===== src/rtl/rlew_pkg.sv =====
package rlew_pkg;

   localparam int WORD_W = 16;
   localparam int SIDE_W = 7;
   localparam int CSR_IDX_W = 2;
   localparam int MAX_SIDE_DEFAULT = 64;
   localparam logic [WORD_W-1:0] TAG_DEFAULT = 16'hABCD;
   localparam logic [SIDE_W-1:0] SIDE_DEFAULT = 7'd64;

   localparam logic [CSR_IDX_W-1:0] CSR_TAG_WORD = 2'd0;
   localparam logic [CSR_IDX_W-1:0] CSR_PLANE_WIDTH = 2'd1;
   localparam logic [CSR_IDX_W-1:0] CSR_PLANE_HEIGHT = 2'd2;

   localparam logic [1:0] PH_HEADER = 2'd0;
   localparam logic [1:0] PH_DATA = 2'd1;
   localparam logic [1:0] PH_COUNT = 2'd2;
   localparam logic [1:0] PH_VALUE = 2'd3;

   localparam logic REQ_WORD = 1'b0;
   localparam logic REQ_TICK = 1'b1;

   typedef struct packed {
      logic req_type;
      logic [WORD_W-1:0] data_word;
      logic last_word;
   } rlew_req_type;

   typedef struct packed {
      logic out_valid;
      logic [WORD_W-1:0] out_word;
      logic refused;
      logic plane_done;
      logic size_error;
   } rlew_rsp_type;

endpackage


===== src/rtl/rlew_word_run_decoder.sv =====
// Run-length word decoder, one plane of 16-bit words.
// The response is registered and is valid in the cycle after a request is accepted.
// Throughput: one request per cycle while rsp_ready is high or no response is pending;
// a single combinational pass between the state registers and the response register sets this figure.
// Reset (synchronous, active high) returns the phase, run and word count to
// their start values and loads the registers with their defaults.
module rlew_word_run_decoder
   import rlew_pkg::*;
#(
   parameter int MAX_SIDE = MAX_SIDE_DEFAULT
) (
   input  logic clock,
   input  logic reset,
   input  logic req_valid,
   output logic req_ready,
   input  rlew_req_type req_payload,
   output logic rsp_valid,
   input  logic rsp_ready,
   output rlew_rsp_type rsp_payload,
   input  logic csr_valid,
   output logic csr_ready,
   input  logic [CSR_IDX_W-1:0] csr_index,
   input  logic [WORD_W-1:0] csr_data
);

   logic [WORD_W-1:0] tag_word_ff;
   logic [SIDE_W-1:0] plane_width_ff;
   logic [SIDE_W-1:0] plane_height_ff;

   logic [1:0] phase_ff, phase_in;
   logic [WORD_W-1:0] run_value_ff, run_value_in;
   logic [WORD_W-1:0] run_left_ff, run_left_in;
   logic [WORD_W-1:0] words_made_ff, words_made_in;
   logic end_seen_ff, end_seen_in;

   logic rsp_valid_ff;
   rlew_rsp_type rsp_payload_ff, rsp_payload_in;

   logic [SIDE_W-1:0] width_clamped, height_clamped;
   logic [2*SIDE_W-1:0] expect_words;
   logic [WORD_W-1:0] words_inc;
   logic req_accept;

   assign req_ready = !rsp_valid_ff || rsp_ready;
   assign req_accept = req_valid && req_ready;
   assign csr_ready = 1'b1;
   assign rsp_valid = rsp_valid_ff;
   assign rsp_payload = rsp_payload_ff;

   assign width_clamped = (32'(plane_width_ff) > MAX_SIDE) ? SIDE_W'(MAX_SIDE)
                                                            : plane_width_ff;
   assign height_clamped = (32'(plane_height_ff) > MAX_SIDE) ? SIDE_W'(MAX_SIDE)
                                                              : plane_height_ff;
   assign expect_words = (2*SIDE_W)'(width_clamped) * (2*SIDE_W)'(height_clamped);
   assign words_inc = (words_made_ff == '1) ? words_made_ff : words_made_ff + WORD_W'(1);

   always_comb begin
      logic done;
      logic forced;
      logic [WORD_W-1:0] words_chk;
      done = 1'b0;
      forced = 1'b0;
      words_chk = words_made_ff;
      phase_in = phase_ff;
      run_value_in = run_value_ff;
      run_left_in = run_left_ff;
      words_made_in = words_made_ff;
      end_seen_in = end_seen_ff;
      rsp_payload_in = '0;

      if (req_payload.req_type == REQ_TICK) begin
         if (run_left_ff != '0) begin
            rsp_payload_in.out_valid = 1'b1;
            rsp_payload_in.out_word = run_value_ff;
            run_left_in = run_left_ff - WORD_W'(1);
            words_made_in = words_inc;
            words_chk = words_inc;
            done = (run_left_ff == WORD_W'(1)) && end_seen_ff;
         end
      end else if (run_left_ff != '0) begin
         rsp_payload_in.refused = 1'b1;
      end else begin
         unique case (phase_ff)
            PH_HEADER: begin
               phase_in = PH_DATA;
               done = req_payload.last_word;
            end
            PH_DATA: begin
               if (req_payload.data_word == tag_word_ff) begin
                  phase_in = PH_COUNT;
                  done = req_payload.last_word;
                  forced = 1'b1;
               end else begin
                  rsp_payload_in.out_valid = 1'b1;
                  rsp_payload_in.out_word = req_payload.data_word;
                  words_made_in = words_inc;
                  words_chk = words_inc;
                  done = req_payload.last_word;
               end
            end
            PH_COUNT: begin
               phase_in = PH_VALUE;
               if (req_payload.last_word) begin
                  run_left_in = '0;
                  done = 1'b1;
                  forced = 1'b1;
               end else begin
                  run_left_in = req_payload.data_word;
               end
            end
            PH_VALUE: begin
               run_value_in = req_payload.data_word;
               phase_in = PH_DATA;
               if (req_payload.last_word) begin
                  if (run_left_ff != '0) begin
                     end_seen_in = 1'b1;
                  end else begin
                     done = 1'b1;
                  end
               end
            end
            default: begin
               phase_in = PH_HEADER;
            end
         endcase
      end

      if (done) begin
         rsp_payload_in.plane_done = 1'b1;
         rsp_payload_in.size_error = forced || (words_chk != WORD_W'(expect_words));
         phase_in = PH_HEADER;
         words_made_in = '0;
         end_seen_in = 1'b0;
      end
   end

   always_ff @(posedge clock) begin
      if (reset) begin
         tag_word_ff <= TAG_DEFAULT;
         plane_width_ff <= SIDE_DEFAULT;
         plane_height_ff <= SIDE_DEFAULT;
      end else if (csr_valid && csr_ready) begin
         priority if (csr_index == CSR_TAG_WORD) begin
            tag_word_ff <= csr_data;
         end else if (csr_index == CSR_PLANE_WIDTH) begin
            plane_width_ff <= csr_data[SIDE_W-1:0];
         end else if (csr_index == CSR_PLANE_HEIGHT) begin
            plane_height_ff <= csr_data[SIDE_W-1:0];
         end else begin
            tag_word_ff <= tag_word_ff;
         end
      end
   end

   always_ff @(posedge clock) begin
      if (reset) begin
         phase_ff <= PH_HEADER;
         run_value_ff <= '0;
         run_left_ff <= '0;
         words_made_ff <= '0;
         end_seen_ff <= 1'b0;
         rsp_valid_ff <= 1'b0;
      end else begin
         if (req_accept) begin
            phase_ff <= phase_in;
            run_value_ff <= run_value_in;
            run_left_ff <= run_left_in;
            words_made_ff <= words_made_in;
            end_seen_ff <= end_seen_in;
            rsp_valid_ff <= 1'b1;
         end else if (rsp_ready) begin
            rsp_valid_ff <= 1'b0;
         end
      end
   end

   always_ff @(posedge clock) begin
      if (req_accept) begin
         rsp_payload_ff <= rsp_payload_in;
      end
   end

endmodule


===== config.mk =====
export PLATFORM = sky130hd
export DESIGN_NAME = rlew_word_run_decoder
export DESIGN_NICKNAME = d
export VERILOG_FILES = /design/src/rtl/rlew_pkg.sv /design/src/rtl/rlew_word_run_decoder.sv
export SDC_FILE = /design/constraint.sdc
export NUM_CORES = 1
export LEC_CHECK = 0
export BUFFER_PORTS_ARGS = -buffer_cell sky130_fd_sc_hd__buf_4
export CAP_MARGIN = 20
export CORE_AREA = 2 2 141 143
export CTS_CLUSTER_DIAMETER = 50
export DETAILED_ROUTE_END_ITERATION = 10
export DIE_AREA = 0 0 143 145
export HOLD_SLACK_MARGIN = 0.02
export PLACE_DENSITY_LB_ADDON = 0.25
export SYNTH_ARGS = -nofsm -noshare
export SYNTH_HDL_FRONTEND = slang
export SYNTH_SLANG_ARGS = --single-unit

===== constraint.sdc =====
create_clock -name clock -period 7.02 [get_ports clock]
set_input_delay 1.053 -clock clock [delete_from_list [all_inputs] [get_ports clock]]
set_output_delay 1.053 -clock clock [all_outputs]
set_load 0.02 [all_outputs]

==> flow_summary_export.csv <==
group,metric,value,unit
outcome,status,"completed",
detailed_routing,first_pass_iters,6,
clocking,cts.sinks,101,
clocking,cts_buffers,9,
sta,fmax,0.186,GHz
power,clkPwrFrac,0.287,
critical_path,cp_max_fo,10,
synthesis,synth_cell_type_count,64,
floorplan,core-area,19200,um^2
synthesis,yosysMostFrequentCell,"nor2_1",
power,power_leakage,0.00319,uW
detailed_routing,route.detailed.drc,0,
clocking,cts_tree,"done",
placement,placed_cells,1070,
synthesis,synth-xor-area-share,0.0609,
synthesis,async_flop_share,0,
synthesis,synth_compound_area_frac,0.157,
sta,fin_skew,0.0102,ns
sta,worst_slew_pin_slew,0.936,ns
critical_path,path_delay_family,"adder cells",
floorplan,start_util,0.346,
critical_path,path_class,"register to register",
global_route,grt_pass1_vias,4998,
global_route,antenna_found_initial,0,
finish,diodes,0,
global_route,grt_usage,0.160,
synthesis,synth_simple_gate_area_frac,0.219,
placement,port-buffer-count,62,
sta,hold_violations,0,
synthesis,synth-seq-cells,101,
finish,finalNonFillerCells,1087,
floorplan,die_area,20700,um^2
sta,holdWs,0.455,ns
critical_path,required,7.11,ns
finish,drive_gt1_frac,0.118,
critical_path,rr_startpoint,"plane_width_ff[6]",
critical_path,worst_setup_path_end_kind,"register",
sta,worst_slack,1.66,ns
sta,finalCriticalPeriod,5.36,ns
placement,hpwlAfterDp,12.1,mm
clocking,root_buffer,"clkbuf_16",
synthesis,synth_edf_count,20,
detailed_routing,drtIter0Drc,564,
critical_path,crit_path_cell_trace,"clkinv_1 -> nand2_1 -> nor2_1 -> fa_1 -> inv_1 -> fa_1 -> fa_1 -> inv_1 -> fa_1 -> ha_1 -> or2_2 -> o41ai_1 -> o21ai_0 -> xnor3_1 -> a211oi_1 -> a41oi_1",
sta,rsz0062_at_grt,"no",
hold_path,worstHoldStart,"run_value_ff[0]",
clocking,cts_max_path_buffers,2,
detailed_routing,wl_per_cell,15.0,um
hold_path,hp-class,"register to register",
synthesis,synthAdderAreaFrac,0.142,
global_route,overflow,0,
critical_path,critPathArrivalTime,5.45,ns
synthesis,synth_top_family_by_area,"simple AND/OR/NAND/NOR gates",
synthesis,synth_commonest_cells,"nor2_1 (109), nand2_1 (89), dfxtp_1 (81), a21oi_1 (58), inv_1 (46)",
finish,post-route-util,0.398,
power,sw_frac_of_total,0.372,
detailed_routing,antenna_left,0,
critical_path,cp_slowest_cell,"fa_1",
sta,relSlewSlack,0.376,
placement,place.gp.congestion,0.832,
finish,fillCellCount,2008,
synthesis,ys_seq_area_frac,0.334,
floorplan,die_h,145,um
sta,finalSetupTns,0,ns
power,p_per_area,248,nW/um^2
clocking,cts_resized,0,
synthesis,synth_top_cell_by_area,"dfxtp_1",
power,max-vdd-ir-drop,155,uV
synthesis,synthFlopType,"dfxtp_1",
detailed_routing,dr_total_vias,5466,
power,intPower,1190,uW
synthesis,synth.area.mux_share,0.0367,
critical_path,cpMostUsedCell,"fa_1",
placement,place_ws,1.61,ns
critical_path,max_stage_delay,0.54,ns
detailed_routing,routed_wl,16.3,mm
critical_path,startpoint_type,"register",
power,pwr-share-seq,0.362,
floorplan,rows,51,
floorplan,ios,64,
synthesis,synth.avg_cell_area,8.56,um^2
detailed_routing,viasPerCell,5.03,
sta,setup-violations-final,0,
finish,area_delta_synth_final,15.0,%
clocking,post_cts_buffers,0,
synthesis,synth_top_area_frac,0.244,
synthesis,synthCells,777,
finish,nets,919,
synthesis,synth.area.top_cells,"dfxtp_1 (24%), edfxtp_1 (9.0%), fa_1 (7.2%)",
finish,regArea,2220,um^2
job,max_cap_viol_count,0,
critical_path,crit_buf_inv,3,
global_route,grt_first_pass_wirelength,26.5,mm
synthesis,syn_nets,879,
synthesis,netlist_area,6650,um^2
power,switching_power,707,uW
power,combPwrFrac,0.351,
finish,multi_input_area,4110,um^2
clocking,path_clk_slew,0.08,ns
clocking,clk_latency,0.35,ns
critical_path,startpoint,"plane_width_ff[6]",
synthesis,yosysWarnings,0,
global_route,grt_max_degree,82,
clocking,cts.hold.buffers_added,0,
sta,finalMaxSlewViolations,0,
sta,period_share,0.764,
clocking,h-tree-depth,3,
floorplan,die_w,143,um
## layout by cell type (no fill, tap or decap), types with 3 or more instances in the layout
cell       count
buf_4         64
or3_1          7
mux2i_1       21
clkbuf_16      9
xor2_1        24
a31oi_1        9
nor4_1         6
o21a_1         4
and2_1         5
fa_1          24
a22oi_1        8
edfxtp_1      20
nand3_1        9
a211o_1       12
a211oi_1       6
nor3_1        16
or2_2          5
o211ai_1       3
a21o_1         3
xnor2_1       17
ha_1          37
nand4_1        4
mux2_2         3
a22o_1        16
nand3b_1       4
o21ai_0       19
nand2b_1      10
dfxtp_1       81
and3_1         9
nand2_1       89
inv_1         46
nor2b_1       23
a21oi_1       58
a311oi_1       3
nor2_1       109
## per-stage QoR
step,total power (uW),instance area [um^2]
after CTS,1910,7640
after global placement,1360,7320
after global routing,2010,7650
after detailed placement,1360,7320
final,1900,7650
after floorplan,1200,6650
## cell families after synthesis
family,count (synthesis)
other cells,1
compound gates,157
fa+ha+maj,61
simple gates,306
flops,101
buf+inv,84
mux,24
xor+xnor,43
## cell type report
type                            instances  share of cell area
Clock buffer                           10              0.0312
Clock inverter                          6              0.0113
Inverter                               49              0.0240
Multi-Input combinational cell        592               0.537
Sequential cell                       101               0.290
Tap cell                              265              0.0433
Timing Repair Buffer                   64              0.0628
## final timing paths
| path | slack (ns) | endpoint | depth (start not counted) |
|---|---|---|---|
| max | 1.66 | rsp_payload[0] | 16 |
| min | 0.45 | run_value_ff[0] | 2 |
| max reg2reg | 1.66 | rsp_payload[0] | 16 |
| min reg2reg | 0.45 | run_value_ff[0] | 2 |
## state kept, by name (all words and copies together) (netlist names)
signal / count
plane_width_ff: 7
rsp_payload: 20
tag_word_ff: 16
run_left_ff: 16
rsp_valid: 1
run_value_ff: 16
phase_ff: 2
words_made_ff: 16
plane_height_ff: 7
## worst register-to-register path, cell delays in order, from the launching register on
cell and delay, ns:
dfxtp_1 0.45, clkinv_1 0.27, nand2_1 0.25, nor2_1 0.09, fa_1 0.51, inv_1 0.05
fa_1 0.50, fa_1 0.54, inv_1 0.05, fa_1 0.42, ha_1 0.21, or2_2 0.31
o41ai_1 0.47, o21ai_0 0.26, xnor3_1 0.37, a211oi_1 0.22, a41oi_1 0.14
## routing by layer
metal | track usage | part of all wire
met3 | 0.0234 | 0.051
met5 | 0 | 0
met2 | 0.244 | 0.45
met1 | 0.235 | 0.49
met4 | 0.0441 | 0.010
## power groups by stage
stage,clock [uW],combinational [uW],sequential (uW)
after floorplan,0,493,709
after global placement,0,662,700
after detailed placement,0,663,700
after CTS,559,666,687
after global routing,582,738,695
final,546,667,687
Note: power is estimated with default switching activity, not from simulation.
